<file path="config.mk">
export PLATFORM = sky130hd
export DESIGN_NAME = ordered_list_table_unit_flat
export DESIGN_NICKNAME = d
export VERILOG_FILES = /design/src/hw/rtl/olt_pkg.sv /design/src/hw/rtl/olt_ifs.sv /design/src/hw/rtl/olt_datapath.sv /design/src/hw/rtl/olt_ctrl.sv /design/src/hw/rtl/ordered_list_table_unit.sv /design/src/flat_wrapper.sv
export VERILOG_INCLUDE_DIRS = /design/src /design/src/hw/rtl
export SDC_FILE = /design/constraint.sdc
export NUM_CORES = 2
export LEC_CHECK = 0
export ABC_AREA = 1
export BUFFER_PORTS_ARGS = -buffer_cell sky130_fd_sc_hd__buf_2
export CORE_AREA = 2 2 383 385
export DETAILED_ROUTE_END_ITERATION = 7
export DIE_AREA = 0 0 385 387
export GPL_TIMING_DRIVEN = 0
export SYNTH_ARGS = -nofsm -noshare
export SYNTH_HDL_FRONTEND = slang
export SYNTH_SLANG_ARGS = --single-unit
</file>
<file path="constraint.sdc">
create_clock -name clk -period 16.6 [get_ports clk]
set_clock_uncertainty 0.1 [all_clocks]
set_input_delay 1.66 -clock clk [delete_from_list [all_inputs] [get_ports clk]]
set_output_delay 1.66 -clock clk [all_outputs]
set_load 0.005 [all_outputs]
</file>
<file path="src/hw/rtl/ordered_list_table_unit_macros.svh">
// assertion macros shared by the rtl
// each macro samples on clk and is switched off while arst_n is low
`ifndef ORDERED_LIST_TABLE_UNIT_MACROS_SVH
`define ORDERED_LIST_TABLE_UNIT_MACROS_SVH

// condition holds at every edge
`define OLT_ASSERT_ALWAYS(lbl, cond, msg) \
	lbl: assert property (@(posedge clk) disable iff (!arst_n) (cond)) else $error(msg);

// consequence holds in the same cycle as the cause
`define OLT_ASSERT_SAME(lbl, cause, conseq, msg) \
	lbl: assert property (@(posedge clk) disable iff (!arst_n) (cause) |-> (conseq)) else $error(msg);

// consequence holds in the cycle after the cause
`define OLT_ASSERT_NEXT(lbl, cause, conseq, msg) \
	lbl: assert property (@(posedge clk) disable iff (!arst_n) (cause) |=> (conseq)) else $error(msg);

`endif

</file>
<file path="src/hw/rtl/olt_pkg.sv">
package olt_pkg;

	localparam int KEY_W = 32;
	localparam int POS_W = 6;
	localparam int OP_W  = 3;
	localparam int ST_W  = 3;

	// request codes
	typedef enum logic [OP_W-1:0] {
		OP_APPEND  = 3'd0,
		OP_INSERT  = 3'd1,
		OP_LFIND   = 3'd2,
		OP_BFIND   = 3'd3,
		OP_DEL_AT  = 3'd4,
		OP_DEL_KEY = 3'd5,
		OP_SORT    = 3'd6,
		OP_READ    = 3'd7
	} op_t;

	// result status codes
	typedef enum logic [ST_W-1:0] {
		ST_OK       = 3'd0,
		ST_FULL     = 3'd1,
		ST_EMPTY    = 3'd2,
		ST_BADPOS   = 3'd3,
		ST_NOTFOUND = 3'd4
	} status_t;

	// datapath actions
	typedef enum logic [4:0] {
		A_NONE,
		A_LOAD,
		A_FAIL,
		A_APPEND,
		A_INS_INIT,
		A_INS_RD,
		A_INS_WR,
		A_INS_PUT,
		A_LIN_INIT,
		A_LIN_RD,
		A_LIN_STEP,
		A_DEL_INIT,
		A_DEL_RD,
		A_DEL_WR,
		A_DEL_END,
		A_BIN_INIT,
		A_BIN_RD,
		A_BIN_STEP,
		A_SORT_INIT,
		A_PASS,
		A_CUR,
		A_SRD,
		A_SEND,
		A_SCMP,
		A_RD_POS,
		A_RD_DONE
	} act_t;

	typedef struct packed {
		act_t    act;
		status_t code;
		logic    publish;
	} dp_cmd_t;

	typedef struct packed {
		op_t  op;
		logic full;
		logic empty;
		logic ins_ok;
		logic pos_ok;
		logic ins_more;
		logic i_lt_cnt;
		logic match;
		logic bin_open;
		logic key_lt;
		logic del_more;
		logic small_list;
		logic lim_zero;
		logic j_lt_lim;
	} dp_flags_t;

endpackage

</file>
<file path="src/hw/rtl/olt_ifs.sv">
// request channel
interface olt_in_if;
	logic                              valid;
	logic                              ready;
	logic [olt_pkg::OP_W-1:0]          op;
	logic signed [olt_pkg::KEY_W-1:0]  key_value;
	logic [olt_pkg::POS_W-1:0]         slot_position;

	modport source(output valid, output op, output key_value, output slot_position,
		input ready);
	modport sink(input valid, input op, input key_value, input slot_position,
		output ready);
endinterface

// result channel
interface olt_out_if;
	logic                              valid;
	logic                              ready;
	logic [olt_pkg::ST_W-1:0]          status;
	logic [olt_pkg::POS_W-1:0]         found_position;
	logic signed [olt_pkg::KEY_W-1:0]  read_value;
	logic [olt_pkg::POS_W-1:0]         entry_count;

	modport source(output valid, output status, output found_position, output read_value,
		output entry_count, input ready);
	modport sink(input valid, input status, input found_position, input read_value,
		input entry_count, output ready);
endinterface

</file>
<file path="src/hw/rtl/olt_datapath.sv">
`include "ordered_list_table_unit_macros.svh"

module olt_datapath #(
	parameter int DEPTH = 32
) (
	input  logic                             clk,
	input  logic                             arst_n,
	input  logic [olt_pkg::OP_W-1:0]         in_op,
	input  logic signed [olt_pkg::KEY_W-1:0] in_key,
	input  logic [olt_pkg::POS_W-1:0]        in_pos,
	input  olt_pkg::dp_cmd_t                 cmd,
	output olt_pkg::dp_flags_t               flags,
	output logic [olt_pkg::ST_W-1:0]         out_status,
	output logic [olt_pkg::POS_W-1:0]        out_pos,
	output logic signed [olt_pkg::KEY_W-1:0] out_value,
	output logic [olt_pkg::POS_W-1:0]        out_count
);

	localparam int AW = (DEPTH > 1) ? $clog2(DEPTH) : 1;
	localparam int CW = $clog2(DEPTH + 1);
	localparam int XW = ((CW > olt_pkg::POS_W) ? CW : olt_pkg::POS_W) + 1;
	localparam logic [CW-1:0] DEPTH_C = CW'(DEPTH);

	logic signed [olt_pkg::KEY_W-1:0] mem [DEPTH];

	olt_pkg::op_t                     op_q;
	logic signed [olt_pkg::KEY_W-1:0] key_q;
	logic [olt_pkg::POS_W-1:0]        pos_q;
	logic [CW-1:0]                    cnt_q;
	logic [CW-1:0]                    i_q;
	logic [CW-1:0]                    lo_q;
	logic [CW-1:0]                    hi_q;
	logic [CW-1:0]                    mid_q;
	logic [CW-1:0]                    lim_q;
	logic signed [olt_pkg::KEY_W-1:0] cur_q;
	logic signed [olt_pkg::KEY_W-1:0] rdata_q;
	olt_pkg::status_t                 res_st_q;
	logic [olt_pkg::POS_W-1:0]        res_pos_q;
	logic signed [olt_pkg::KEY_W-1:0] res_val_q;
	olt_pkg::status_t                 out_st_q;
	logic [olt_pkg::POS_W-1:0]        out_pos_q;
	logic signed [olt_pkg::KEY_W-1:0] out_val_q;
	logic [olt_pkg::POS_W-1:0]        out_cnt_q;

	logic [XW-1:0]  pos_x, cnt_x, i_x, mid_x;
	logic [XW-1:0]  app_pos_x, hit_pos_x, mid_pos_x, pm1_x;
	logic [CW:0]    mid_sum;
	logic [CW-1:0]  mid_c, ip1, im1;
	logic           rd_en, wr_en;
	logic [AW-1:0]  raddr, waddr;
	logic signed [olt_pkg::KEY_W-1:0] wdata;
	logic           new_lt_cur;

	// widened copies for compares
	assign pos_x     = XW'(pos_q);
	assign cnt_x     = XW'(cnt_q);
	assign i_x       = XW'(i_q);
	assign mid_x     = XW'(mid_q);
	assign app_pos_x = cnt_x + XW'(1);
	assign hit_pos_x = i_x + XW'(1);
	assign mid_pos_x = mid_x + XW'(1);
	assign pm1_x     = pos_x - XW'(1);
	assign mid_sum   = {1'b0, lo_q} + {1'b0, hi_q} - (CW+1)'(1);
	assign mid_c     = mid_sum[CW:1];
	assign ip1       = i_q + CW'(1);
	assign im1       = i_q - CW'(1);
	assign new_lt_cur = rdata_q < cur_q;

	// status towards the controller
	always_comb begin
		flags.op         = op_q;
		flags.full       = cnt_q >= DEPTH_C;
		flags.empty      = cnt_q == '0;
		flags.ins_ok     = (pos_x != '0) && (pos_x <= app_pos_x);
		flags.pos_ok     = (pos_x != '0) && (pos_x <= cnt_x);
		flags.ins_more   = i_x >= pos_x;
		flags.i_lt_cnt   = i_q < cnt_q;
		flags.match      = rdata_q == key_q;
		flags.bin_open   = lo_q < hi_q;
		flags.key_lt     = key_q < rdata_q;
		flags.del_more   = hit_pos_x < cnt_x;
		flags.small_list = cnt_q < CW'(2);
		flags.lim_zero   = lim_q == '0;
		flags.j_lt_lim   = i_q < lim_q;
	end

	// memory port control
	always_comb begin
		rd_en = 1'b0;
		wr_en = 1'b0;
		raddr = '0;
		waddr = '0;
		wdata = key_q;
		case (cmd.act)
			olt_pkg::A_APPEND: begin
				wr_en = 1'b1;
				waddr = cnt_q[AW-1:0];
			end
			olt_pkg::A_INS_RD: begin
				rd_en = 1'b1;
				raddr = im1[AW-1:0];
			end
			olt_pkg::A_INS_WR: begin
				wr_en = 1'b1;
				waddr = i_q[AW-1:0];
				wdata = rdata_q;
			end
			olt_pkg::A_INS_PUT: begin
				wr_en = 1'b1;
				waddr = i_q[AW-1:0];
			end
			olt_pkg::A_LIN_RD: begin
				rd_en = 1'b1;
				raddr = i_q[AW-1:0];
			end
			olt_pkg::A_DEL_RD, olt_pkg::A_SRD: begin
				rd_en = 1'b1;
				raddr = ip1[AW-1:0];
			end
			olt_pkg::A_DEL_WR: begin
				wr_en = 1'b1;
				waddr = i_q[AW-1:0];
				wdata = rdata_q;
			end
			olt_pkg::A_BIN_RD: begin
				rd_en = 1'b1;
				raddr = mid_c[AW-1:0];
			end
			olt_pkg::A_PASS: begin
				rd_en = 1'b1;
				raddr = '0;
			end
			olt_pkg::A_SEND: begin
				wr_en = 1'b1;
				waddr = i_q[AW-1:0];
				wdata = cur_q;
			end
			olt_pkg::A_SCMP: begin
				wr_en = 1'b1;
				waddr = i_q[AW-1:0];
				wdata = new_lt_cur ? rdata_q : cur_q;
			end
			olt_pkg::A_RD_POS: begin
				rd_en = 1'b1;
				raddr = pm1_x[AW-1:0];
			end
			default: begin
				rd_en = 1'b0;
			end
		endcase
	end

	// entry store with registered read
	always_ff @(posedge clk) begin
		if (wr_en) begin
			mem[waddr] <= wdata;
		end
		if (rd_en) begin
			rdata_q <= mem[raddr];
		end
	end

	// entry count
	always_ff @(posedge clk or negedge arst_n) begin
		if (!arst_n) begin
			cnt_q <= '0;
		end else begin
			case (cmd.act)
				olt_pkg::A_APPEND, olt_pkg::A_INS_PUT: cnt_q <= cnt_q + CW'(1);
				olt_pkg::A_DEL_END:                    cnt_q <= cnt_q - CW'(1);
				default:                               cnt_q <= cnt_q;
			endcase
		end
	end

	// working registers and result
	always_ff @(posedge clk) begin
		case (cmd.act)
			olt_pkg::A_LOAD: begin
				op_q      <= olt_pkg::op_t'(in_op);
				key_q     <= in_key;
				pos_q     <= in_pos;
				res_st_q  <= olt_pkg::ST_OK;
				res_pos_q <= '0;
				res_val_q <= '0;
			end
			olt_pkg::A_FAIL: begin
				res_st_q  <= cmd.code;
				res_pos_q <= '0;
			end
			olt_pkg::A_APPEND:   res_pos_q <= app_pos_x[olt_pkg::POS_W-1:0];
			olt_pkg::A_INS_INIT: i_q <= cnt_q;
			olt_pkg::A_INS_WR:   i_q <= im1;
			olt_pkg::A_INS_PUT:  res_pos_q <= pos_q;
			olt_pkg::A_LIN_INIT: i_q <= '0;
			olt_pkg::A_LIN_STEP: begin
				if (rdata_q == key_q) begin
					res_pos_q <= hit_pos_x[olt_pkg::POS_W-1:0];
				end else begin
					i_q <= ip1;
				end
			end
			olt_pkg::A_DEL_INIT: begin
				i_q       <= pm1_x[CW-1:0];
				res_pos_q <= pos_q;
			end
			olt_pkg::A_DEL_WR: i_q <= ip1;
			olt_pkg::A_BIN_INIT: begin
				lo_q <= '0;
				hi_q <= cnt_q;
			end
			olt_pkg::A_BIN_RD: mid_q <= mid_c;
			olt_pkg::A_BIN_STEP: begin
				if (rdata_q == key_q) begin
					res_pos_q <= mid_pos_x[olt_pkg::POS_W-1:0];
				end else if (key_q < rdata_q) begin
					hi_q <= mid_q;
				end else begin
					lo_q <= mid_pos_x[CW-1:0];
				end
			end
			olt_pkg::A_SORT_INIT: lim_q <= cnt_q - CW'(1);
			olt_pkg::A_PASS:      i_q <= '0;
			olt_pkg::A_CUR:       cur_q <= rdata_q;
			olt_pkg::A_SEND:      lim_q <= lim_q - CW'(1);
			olt_pkg::A_SCMP: begin
				if (!new_lt_cur) begin
					cur_q <= rdata_q;
				end
				i_q <= ip1;
			end
			olt_pkg::A_RD_DONE: begin
				res_val_q <= rdata_q;
				res_pos_q <= pos_q;
			end
			default: begin
				i_q <= i_q;
			end
		endcase
	end

	// output register
	always_ff @(posedge clk) begin
		if (cmd.publish) begin
			out_st_q  <= res_st_q;
			out_pos_q <= res_pos_q;
			out_val_q <= res_val_q;
			out_cnt_q <= cnt_x[olt_pkg::POS_W-1:0];
		end
	end

	assign out_status = out_st_q;
	assign out_pos    = out_pos_q;
	assign out_value  = out_val_q;
	assign out_count  = out_cnt_q;

	`OLT_ASSERT_ALWAYS(a_cnt_bound, cnt_q <= DEPTH_C, "entry count above depth")
	`OLT_ASSERT_SAME(a_grow_room, (cmd.act == olt_pkg::A_APPEND) || (cmd.act == olt_pkg::A_INS_PUT), cnt_q < DEPTH_C, "entry added to a full list")
	`OLT_ASSERT_NEXT(a_grow_step, cmd.act == olt_pkg::A_APPEND, cnt_q == $past(cnt_q) + CW'(1), "append did not bump the count")
	`OLT_ASSERT_SAME(a_bin_window, cmd.act == olt_pkg::A_BIN_RD, lo_q < hi_q, "halving probe outside window")

endmodule

</file>
<file path="src/hw/rtl/olt_ctrl.sv">
module olt_ctrl (
	input  logic               clk,
	input  logic               arst_n,
	input  logic               in_valid,
	output logic               in_ready,
	output logic               out_valid,
	input  logic               out_ready,
	input  olt_pkg::dp_flags_t flags,
	output olt_pkg::dp_cmd_t   cmd
);

	typedef enum logic [4:0] {
		S_IDLE,
		S_DISPATCH,
		S_INS_CHK,
		S_INS_WR,
		S_LIN_RD,
		S_LIN_CMP,
		S_DEL_CHK,
		S_DEL_WR,
		S_BIN_RD,
		S_BIN_CMP,
		S_PASS,
		S_CUR,
		S_SRD,
		S_SCMP,
		S_RD_WAIT,
		S_FINISH
	} state_t;

	state_t state_q, state_d;
	logic   out_valid_q;

	assign in_ready  = state_q == S_IDLE;
	assign out_valid = out_valid_q;

	// next state and datapath action
	always_comb begin
		state_d     = state_q;
		cmd.act     = olt_pkg::A_NONE;
		cmd.code    = olt_pkg::ST_OK;
		cmd.publish = 1'b0;
		case (state_q)
			S_IDLE: begin
				if (in_valid) begin
					cmd.act = olt_pkg::A_LOAD;
					state_d = S_DISPATCH;
				end
			end
			S_DISPATCH: begin
				state_d = S_FINISH;
				case (flags.op)
					olt_pkg::OP_APPEND: begin
						if (flags.full) begin
							cmd.act  = olt_pkg::A_FAIL;
							cmd.code = olt_pkg::ST_FULL;
						end else begin
							cmd.act = olt_pkg::A_APPEND;
						end
					end
					olt_pkg::OP_INSERT: begin
						if (flags.full) begin
							cmd.act  = olt_pkg::A_FAIL;
							cmd.code = olt_pkg::ST_FULL;
						end else if (!flags.ins_ok) begin
							cmd.act  = olt_pkg::A_FAIL;
							cmd.code = olt_pkg::ST_BADPOS;
						end else begin
							cmd.act = olt_pkg::A_INS_INIT;
							state_d = S_INS_CHK;
						end
					end
					olt_pkg::OP_LFIND: begin
						cmd.act = olt_pkg::A_LIN_INIT;
						state_d = S_LIN_RD;
					end
					olt_pkg::OP_BFIND: begin
						cmd.act = olt_pkg::A_BIN_INIT;
						state_d = S_BIN_RD;
					end
					olt_pkg::OP_DEL_AT: begin
						if (flags.empty) begin
							cmd.act  = olt_pkg::A_FAIL;
							cmd.code = olt_pkg::ST_EMPTY;
						end else if (!flags.pos_ok) begin
							cmd.act  = olt_pkg::A_FAIL;
							cmd.code = olt_pkg::ST_BADPOS;
						end else begin
							cmd.act = olt_pkg::A_DEL_INIT;
							state_d = S_DEL_CHK;
						end
					end
					olt_pkg::OP_DEL_KEY: begin
						if (flags.empty) begin
							cmd.act  = olt_pkg::A_FAIL;
							cmd.code = olt_pkg::ST_EMPTY;
						end else begin
							cmd.act = olt_pkg::A_LIN_INIT;
							state_d = S_LIN_RD;
						end
					end
					olt_pkg::OP_SORT: begin
						if (!flags.small_list) begin
							cmd.act = olt_pkg::A_SORT_INIT;
							state_d = S_PASS;
						end
					end
					default: begin
						if (!flags.pos_ok) begin
							cmd.act  = olt_pkg::A_FAIL;
							cmd.code = olt_pkg::ST_BADPOS;
						end else begin
							cmd.act = olt_pkg::A_RD_POS;
							state_d = S_RD_WAIT;
						end
					end
				endcase
			end
			// shift entries up one place, top down
			S_INS_CHK: begin
				if (flags.ins_more) begin
					cmd.act = olt_pkg::A_INS_RD;
					state_d = S_INS_WR;
				end else begin
					cmd.act = olt_pkg::A_INS_PUT;
					state_d = S_FINISH;
				end
			end
			S_INS_WR: begin
				cmd.act = olt_pkg::A_INS_WR;
				state_d = S_INS_CHK;
			end
			// linear scan
			S_LIN_RD: begin
				if (flags.i_lt_cnt) begin
					cmd.act = olt_pkg::A_LIN_RD;
					state_d = S_LIN_CMP;
				end else begin
					cmd.act  = olt_pkg::A_FAIL;
					cmd.code = olt_pkg::ST_NOTFOUND;
					state_d  = S_FINISH;
				end
			end
			S_LIN_CMP: begin
				cmd.act = olt_pkg::A_LIN_STEP;
				if (!flags.match) begin
					state_d = S_LIN_RD;
				end else if (flags.op == olt_pkg::OP_DEL_KEY) begin
					state_d = S_DEL_CHK;
				end else begin
					state_d = S_FINISH;
				end
			end
			// close the gap, bottom up
			S_DEL_CHK: begin
				if (flags.del_more) begin
					cmd.act = olt_pkg::A_DEL_RD;
					state_d = S_DEL_WR;
				end else begin
					cmd.act = olt_pkg::A_DEL_END;
					state_d = S_FINISH;
				end
			end
			S_DEL_WR: begin
				cmd.act = olt_pkg::A_DEL_WR;
				state_d = S_DEL_CHK;
			end
			// halving search
			S_BIN_RD: begin
				if (flags.bin_open) begin
					cmd.act = olt_pkg::A_BIN_RD;
					state_d = S_BIN_CMP;
				end else begin
					cmd.act  = olt_pkg::A_FAIL;
					cmd.code = olt_pkg::ST_NOTFOUND;
					state_d  = S_FINISH;
				end
			end
			S_BIN_CMP: begin
				cmd.act = olt_pkg::A_BIN_STEP;
				state_d = flags.match ? S_FINISH : S_BIN_RD;
			end
			// bubble passes, the largest key rides in cur
			S_PASS: begin
				if (flags.lim_zero) begin
					state_d = S_FINISH;
				end else begin
					cmd.act = olt_pkg::A_PASS;
					state_d = S_CUR;
				end
			end
			S_CUR: begin
				cmd.act = olt_pkg::A_CUR;
				state_d = S_SRD;
			end
			S_SRD: begin
				if (flags.j_lt_lim) begin
					cmd.act = olt_pkg::A_SRD;
					state_d = S_SCMP;
				end else begin
					cmd.act = olt_pkg::A_SEND;
					state_d = S_PASS;
				end
			end
			S_SCMP: begin
				cmd.act = olt_pkg::A_SCMP;
				state_d = S_SRD;
			end
			S_RD_WAIT: begin
				cmd.act = olt_pkg::A_RD_DONE;
				state_d = S_FINISH;
			end
			S_FINISH: begin
				if (!out_valid_q || out_ready) begin
					cmd.publish = 1'b1;
					state_d     = S_IDLE;
				end
			end
			default: begin
				state_d = S_IDLE;
			end
		endcase
	end

	// state and result valid
	always_ff @(posedge clk or negedge arst_n) begin
		if (!arst_n) begin
			state_q     <= S_IDLE;
			out_valid_q <= 1'b0;
		end else begin
			state_q <= state_d;
			if (cmd.publish) begin
				out_valid_q <= 1'b1;
			end else if (out_ready) begin
				out_valid_q <= 1'b0;
			end
		end
	end

endmodule

</file>
<file path="src/hw/rtl/ordered_list_table_unit.sv">
// append, failed checks and sort of under two keys go from dispatch straight to the finish state,
// read passes through a wait state for the entry before it
// insert and delete read then write each shifted entry, finds read then compare each probe
// sort runs bubble passes through the single-port entry store
// one request at a time; the next is taken the cycle after the previous result is registered
// arst_n clears the count, the controller and the result valid; entries hold no reset value
module ordered_list_table_unit #(
	parameter int DEPTH = 32
) (
	input logic       clk,
	input logic       arst_n,
	olt_in_if.sink    req,
	olt_out_if.source rsp
);

	olt_pkg::dp_cmd_t   cmd;
	olt_pkg::dp_flags_t flags;

	// sequencer
	olt_ctrl u_ctrl (
		.clk       (clk),
		.arst_n    (arst_n),
		.in_valid  (req.valid),
		.in_ready  (req.ready),
		.out_valid (rsp.valid),
		.out_ready (rsp.ready),
		.flags     (flags),
		.cmd       (cmd)
	);

	// entry store and working registers
	olt_datapath #(
		.DEPTH (DEPTH)
	) u_datapath (
		.clk        (clk),
		.arst_n     (arst_n),
		.in_op      (req.op),
		.in_key     (req.key_value),
		.in_pos     (req.slot_position),
		.cmd        (cmd),
		.flags      (flags),
		.out_status (rsp.status),
		.out_pos    (rsp.found_position),
		.out_value  (rsp.read_value),
		.out_count  (rsp.entry_count)
	);

endmodule

</file>
<file path="src/flat_wrapper.sv">
// flat-port wrapper written by rule: the top's interface ports become plain ports
module ordered_list_table_unit_flat 
#(
	parameter int DEPTH = 32
)
  (clk, arst_n, req_valid, req_op, req_key_value, req_slot_position, req_ready, rsp_valid, rsp_status, rsp_found_position, rsp_read_value, rsp_entry_count, rsp_ready);
  olt_in_if req_i ();
  olt_out_if rsp_i ();
  input logic clk;
  input logic arst_n;
  input wire logic [$bits(req_i.valid)-1:0] req_valid;
  input wire logic [$bits(req_i.op)-1:0] req_op;
  input wire logic [$bits(req_i.key_value)-1:0] req_key_value;
  input wire logic [$bits(req_i.slot_position)-1:0] req_slot_position;
  output wire logic [$bits(req_i.ready)-1:0] req_ready;
  output wire logic [$bits(rsp_i.valid)-1:0] rsp_valid;
  output wire logic [$bits(rsp_i.status)-1:0] rsp_status;
  output wire logic [$bits(rsp_i.found_position)-1:0] rsp_found_position;
  output wire logic [$bits(rsp_i.read_value)-1:0] rsp_read_value;
  output wire logic [$bits(rsp_i.entry_count)-1:0] rsp_entry_count;
  input wire logic [$bits(rsp_i.ready)-1:0] rsp_ready;
  assign req_i.valid = req_valid;
  assign req_i.op = req_op;
  assign req_i.key_value = req_key_value;
  assign req_i.slot_position = req_slot_position;
  assign req_ready = req_i.ready;
  assign rsp_valid = rsp_i.valid;
  assign rsp_status = rsp_i.status;
  assign rsp_found_position = rsp_i.found_position;
  assign rsp_read_value = rsp_i.read_value;
  assign rsp_entry_count = rsp_i.entry_count;
  assign rsp_i.ready = rsp_ready;
  ordered_list_table_unit #(.DEPTH(DEPTH)) u_core (.clk(clk), .arst_n(arst_n), .req(req_i), .rsp(rsp_i));
endmodule
</file>
== After elaboration in Yosys (flattened, before gate mapping) ==
Memories as Yosys holds them, arrays and structs flattened. A register that Yosys moved wholly into a read port is not among the register bits.
Cells that the tools add are included.

* Flip-flop bits (word level): 203
* Latch bits: 0
* Memory bits (writable): 1024
* ROM bits: 0
* Output and inout port bits: 49
* Memories kept: 1

* $add $sub $neg: 11
* Multipliers: 0
* Divide/modulo/power cells: 0
* Magnitude comparators: 11
* Eq/ne operators: 56
* Shifts and indexed selects: 0
* Muxes and demuxes: 74
* Bitwise gates (word level): 0
* Reduce and logical (&&, ||, !) cells: 36

{| class="wikitable"
|+ Memory list
! memory !! words !! bits a word !! read ports !! clocked after Yosys merged registers in !! wr ports !! RTL line !! text
|-
| u_core.u_datapath.mem || 32 || 32 || 1 || 1 || 1 || olt_datapath.sv:24 || <nowiki>logic signed [olt_pkg::KEY_W-1:0] mem [DEPTH];</nowiki>
|}

{| class="wikitable"
|+ Operators with widths
! operator !! count
|-
| $pmux W5 S15 || 2
|-
| $pmux W32 S2 || 2
|-
| $pmux W32 S3 || 1
|-
| $eq A5 B4 Y1 const B || 16
|-
| $lt A32 B32 Y1 || 2
|-
| $mux W32 || 2
|-
| $mux W4 || 13
|-
| $eq A5 B5 Y1 const B || 10
|-
| $pmux W6 S2 || 4
|-
| $mux W6 || 7
|-
| $eq A5 B3 Y1 const B || 8
|-
| $pmux W6 S6 || 1
|-
| $pmux W5 S7 || 1
|-
| $eq A32 B32 Y1 || 1
|-
| $mux W5 || 6
|-
| $pmux W6 S5 || 1
|-
| $pmux W4 S7 || 1
|-
| $pmux W5 S5 || 1
|-
| $mux W3 || 8
|-
| $sub A6 B1 Y6 const B || 4
|-
| $eq A5 B2 Y1 const B || 4
|-
| $add A6 B1 Y6 const B || 3
|-
| $lt A6 B6 Y1 || 3
|-
| $mux W8 || 2
|-
| other kinds (38) || 85
|}

== Longest topological paths before layout ==
* Word-level depth: 12
* Gate-level depth with buffers: 31
* Gate-level depth less buffers: 29

== Modules after synthesis ==
A second synthesis with hierarchy kept.

* Cells, all modules: 5625
* Area total of the unflattened synthesis: 58028.2 µm²

{| class="wikitable"
|+ Modules (own cells, without submodules)
! module !! instances !! cells each !! area an instance (µm²) !! sequential area each (µm²)
|-
| olt_datapath || 1 || 5458 || 57188.6 || 37596.1
|-
| olt_ctrl || 1 || 167 || 839.6 || 125.1
|}

== Worst setup path after synthesis ==
Ideal clock, no wire load.

* Path type: in2reg
* Start point: in req_valid
* End point: mem u_core.u_datapath.mem[0][0] (netlist name), enable pin
* Arrival: 5601 ps
* Required time: 16030 ps
* Setup slack: 10429 ps
* Stages on the path: 15
* Cells stage by stage: nand2_1 nand2_1 nor3_1 nand2_1 nand3b_4 nand2_1 nor2_1 inv_1 nor2_1 inv_1 clkbuf_1 o22ai_1 inv_1 nand2_1 a211oi_1

* Cells in the longest elaborated chain, start to end: 7
* Elaborated cells between the ends (all ways): 14
* Classes of those cells: eq/ne: 6; mux: 6; reduce/logical: 2

{| class="wikitable"
|+ RTL lines
! item !! RTL line !! text
|-
| from (decl) || flat_wrapper.sv:11 || <nowiki>input wire logic [$bits(req_i.valid)-1:0] req_valid;</nowiki>
|-
| $mux W1 * || olt_ctrl.sv:45 || <nowiki>if (in_valid) begin</nowiki>
|-
| $pmux W5 S15 * || olt_ctrl.sv:43 || <nowiki>case (state_q)</nowiki>
|-
| $eq A5 B5 Y1 (tied with other cells) || olt_datapath.sv:94 || <nowiki>case (cmd.act)</nowiki>
|-
| $reduce_or A6 Y1 (no source line) || n/a ||
|-
| $mux W1 || olt_datapath.sv:94 ||
|-
| $mux W1 || olt_datapath.sv:155 || <nowiki>if (wr_en) begin</nowiki>
|-
| $mux W1 (not written as such) || olt_datapath.sv:156 || <nowiki>mem[waddr] <= wdata;</nowiki>
|-
| to (decl) || olt_datapath.sv:24 ||
|}

Mark *: on every way between the ends. The rest lies on a longest branch, timed or not.

== Final worst setup path ==
* Start point: reg u_core.u_datapath.cnt_q[0]
* End point: mem u_core.u_datapath.mem[0][9] (netlist name), enable pin

* Cells in the longest elaborated chain, start to end: 12
* Elaborated cells between the ends (all ways): 34
* Classes of those cells: add/sub: 1; order compare: 6; eq/ne: 6; mux: 16; reduce/logical: 5

{| class="wikitable"
|+ RTL lines
! item !! RTL line !! text
|-
| from (decl) || olt_datapath.sv:29 || <nowiki>logic [CW-1:0] cnt_q;</nowiki>
|-
| from (signal assigned) || olt_datapath.sv:169 || <nowiki>olt_pkg::A_APPEND, olt_pkg::A_INS_PUT: cnt_q <= cnt_q + CW'(1);</nowiki>
|-
| from (signal assigned) || olt_datapath.sv:170 || <nowiki>olt_pkg::A_DEL_END: cnt_q <= cnt_q - CW'(1);</nowiki>
|-
| from (signal assigned) || olt_datapath.sv:171 || <nowiki>default: cnt_q <= cnt_q;</nowiki>
|-
| $add A6 B1 Y7 || olt_datapath.sv:59 || <nowiki>assign app_pos_x = cnt_x + XW'(1);</nowiki>
|-
| $le A6 B7 Y1 || olt_datapath.sv:74 || <nowiki>flags.ins_ok = (pos_x != '0) && (pos_x <= app_pos_x);</nowiki>
|-
| $logic_and A1 B1 Y1 || olt_datapath.sv:74 ||
|-
| $mux W3 || olt_ctrl.sv:65 || <nowiki>end else if (!flags.ins_ok) begin</nowiki>
|-
| $mux W8 || olt_ctrl.sv:62 || <nowiki>if (flags.full) begin</nowiki>
|-
| $pmux W5 S7 || olt_ctrl.sv:52 || <nowiki>case (flags.op)</nowiki>
|-
| $pmux W5 S15 || olt_ctrl.sv:43 ||
|-
| $eq A5 B5 Y1 (tied with other cells) || olt_datapath.sv:94 ||
|-
| $reduce_or A6 Y1 (no source line) || n/a ||
|-
| $mux W1 || olt_datapath.sv:94 ||
|-
| $mux W1 || olt_datapath.sv:155 ||
|-
| $mux W1 (not written as such) || olt_datapath.sv:156 ||
|}

Parallel ways exist; a longest one is shown, timed or not.

==> impl_metrics.ini <==
[placed_design]
portBuffers = 93
hpwl_um = 117000
gp_congestion = 0.994
dp_slack_ns = 9.87

[logic_synthesis]
synth.distinct_cells = 56
synth-main-ff-cell = edfxtp_1
synth_area_per_cell_sq_um = 10.2
synth_seq_cells = 1258
yosys-top-cells-area = edfxtp_1, nand2_1, nand3_1
synth_top_cell_by_area = edfxtp_1
syn_area_sq_um = 57700
async_flop_share_pct = 0.874
synth-edff-count = 1247
synthesis.nets = 5836
synth_top_area_share_pct = 64.9
syn-instance-count = 5671
ys_seq_area_share_pct = 65.4
yosys_warnings = 0

[worst_setup_path]
path_cells = clkinv_1 -> ha_1 -> inv_1 -> ha_1 -> nand3_1 -> nor3_1 -> nor2_1 -> nand2_1 -> nand3_1 -> nand2_1 -> nand3_1 -> nand2_1 -> nand2_2 -> inv_1 -> nor2_1 -> a21oi_1 -> nand2_1 -> inv_1 -> o22ai_1 -> inv_1 -> nand2_1 -> a211oi_4 -> buf_8 -> buf_16
crit_top_cell = nand2_1
start_kind = flip-flop
crit_path_top_delay_cell = a211oi_4
r2r_cells = 24
timing.rr.start = u_core.u_datapath.cnt_q[0]
cp.arrival_ns = 7.35
worstSetupPathType = reg2reg
timing.rr.end = u_core.u_datapath.mem[0][9]
cp_max_fo = 15
max_stage_delay_ns = 0.75
critPathRequiredTime_ns = 16.98
rrSetupSlack_ns = 9.63
crit_family = simple AND/OR/NAND/NOR gates
critPathBufInv = 7
cp-end-kind = flip-flop

[sta]
drv_slew = 0
setup_slack_ns = 9.63
timing.fmax_ghz = 0.143
relSlewSlack_pct = 2.97
setup-violations-final = 0
period_share_pct = 42.0
fin_tns_setup_ns = 0
rsz0062_at_grt = no
final.min_clock_period_ns = 6.97
worst_pin_slew_ns = 1.44
final_hold_viol_count = 0

[clock_network]
path_clk_slew_ns = 0.06
cts_sinks = 1258
cts_buffers = 138
clk-insertion-delay-late_ns = 0.79
cts-root-buf = clkbuf_16
cts_hold_buf = 0
cts-htree-levels = 4
cts_setup_buffers = 0
clock_path_buffers = 3
cts_tree = yes
cts.repair.resized = 0

[detailed_routing]
first_iter_violations = 4514
highest_layer = met5
drc_errors = 0
wirelength_um = 164000
ant_nets = 0
vias = 40100
wl_met2_um = 72900
wire_per_inst_um = 20.5
vias_per_cell = 5.01
wl_met3_um = 13100
drt_first_pass_iters = 6
wl_met1_um = 70200

[floorplanning]
die_y_um = 387
die_w_um = 385
core_sq_um = 145000
die_area_sq_um = 149000
io_pins = 94
start_util_pct = 39.8
num_rows = 140

[status]
outcome = completed

[global_route]
grt_pass1_vias = 37700
track_usage_pct = 21.9
grt_antenna_before_repair = 10
grt_overflow_total = 0
grt_pass1_wl_um = 241000
grt_max_degree = 33

[final_layout]
n_fill_cell = 13200
nNetsFinal = 6128
drive_gt1_share_pct = 10.1
area_growth_pct = 15.5
seq_area_sq_um = 37700
multi_input_area_sq_um = 14800

[min_path]
hold_path_depth = 0
hold_path_end = u_core.u_datapath.out_value[24]
hp-class = reg2reg
hold_start = u_core.u_datapath.res_val_q[24]

[flow_run]
max_cap_violations = 0
## final cells by class
class	count	share of cell area [%]
Antenna cell	5	0.0188
Buffer	237	1.71
Clock buffer	175	5.45
Clock inverter	75	0.944
Inverter	1205	6.79
Multi-Input combinational cell	2971	22.1
Sequential cell	1258	56.6
Tap cell	1917	3.60
Timing Repair Buffer	152	2.73
## routing by layer
layer	vias up	GRT usage, %
met5	-	0
met4	2	9.71
met3	301	3.47
met2	1577	33.6
met1	19100	30.6
li1	19100	-
## placed cells by master (no fill, tap or decap), types with 5 or more instances in the layout
master and count:
nand2_1 1391, nand2_2 5, xor2_1 19, nand4_1 20, buf_16 25, o22ai_1 12
buf_2 245, bufinv_16 5, buf_12 31, o221ai_1 7, xnor2_1 7, clkbuf_16 140
clkinv_8 5, nor3_1 16, nor2_1 118, a21oi_1 72, inv_2 18, clkinvlp_4 5
edfxtp_1 1247, buf_1 17, buf_4 5, a211oi_1 8, or2_2 5, buf_6 5
o21ai_0 40, clkbuf_1 92, nand3_1 972, ha_1 119, nor2_4 34, o21bai_1 32
inv_1 1182, nor4_1 8, clkinv_2 22, clkinv_1 31, dfrtp_1 11, o211ai_1 6
nand3_2 35, diode_2 5
## per-stage QoR
| stage | util [%] | cell area [sq um] | instances | hold slack (ns) |
|---|---|---|---|---|
| 5_1_grt | 46.0 | 66600 | 7991 | 0.328 |
| 2_1_floorplan | - | 57700 | 5671 | 0.300 |
| 3_5_place_dp | 43.0 | 62400 | 7740 | 0.305 |
| 3_3_place_gp | 41.8 | 60600 | 7681 | 0.301 |
| 4_1_cts | 46.0 | 66600 | 7990 | 0.319 |
| 6_report | 46.0 | 66600 | 7995 | 0.317 |
## registers in the layout, summed over array words and instances, names as in the netlist, 4 cells and up
register	count
u_core.u_datapath.lo_q	6
u_core.u_datapath.key_q	32
u_core.u_datapath.hi_q	6
u_core.u_datapath.mid_q	6
u_core.u_datapath.pos_q	6
u_core.u_datapath.i_q	6
u_core.u_datapath.mem	1024
u_core.u_datapath.cnt_q	6
u_core.u_datapath.lim_q	6
u_core.u_datapath.cur_q	32
u_core.u_datapath.rdata_q	32
u_core.u_datapath.out_count	6
u_core.u_ctrl.state_q	4
u_core.u_datapath.out_value	32
u_core.u_datapath.out_pos	6
u_core.u_datapath.res_val_q	32
u_core.u_datapath.res_pos_q	6
## worst max path at each step
stage / startpoint / end / slack, ns / depth (start not counted)
6_report: u_core.u_datapath.cnt_q[0] / u_core.u_datapath.mem[0][9] / 9.63 / 24
3_3_place_gp: u_core.u_datapath.cnt_q[0] / u_core.u_datapath.mem[0][10] / 6.75 / 19
3_5_place_dp: u_core.u_datapath.cnt_q[0] / u_core.u_datapath.mem[0][10] / 9.87 / 22
4_1_cts: u_core.u_datapath.cnt_q[0] / u_core.u_datapath.mem[0][10] / 9.84 / 22
2_1_floorplan: req_valid / u_core.u_datapath.mem[0][0] / 10.43 / 15
5_1_grt: u_core.u_datapath.cnt_q[0] / u_core.u_datapath.mem[0][13] / 9.38 / 24
## cell usage after synthesis (all sizes together) (12+ instances only)
cell type and number:
a21oi 74, inv 1201, nand2 1397, nor3 18, buf 179, nand4 20, o21ai 45, edfxtp 1247
ha 119, o21bai 32, clkbuf 58, nor2 156, xor2 19, o22ai 12, nand3 1007
## kinds of logic after synthesis
family	count (synthesis)	share of synthesized area, %
flops	1258	65.4
fa+ha+maj	120	2.61
simple gates	2618	19.6
buf+inv	1442	9.81
mux	1	0.0173
xor+xnor	26	0.395
compound gates	206	2.20
Power is not shown: default switching activity piles up to over one toggle a cycle in this logic, so the estimate is an artifact.
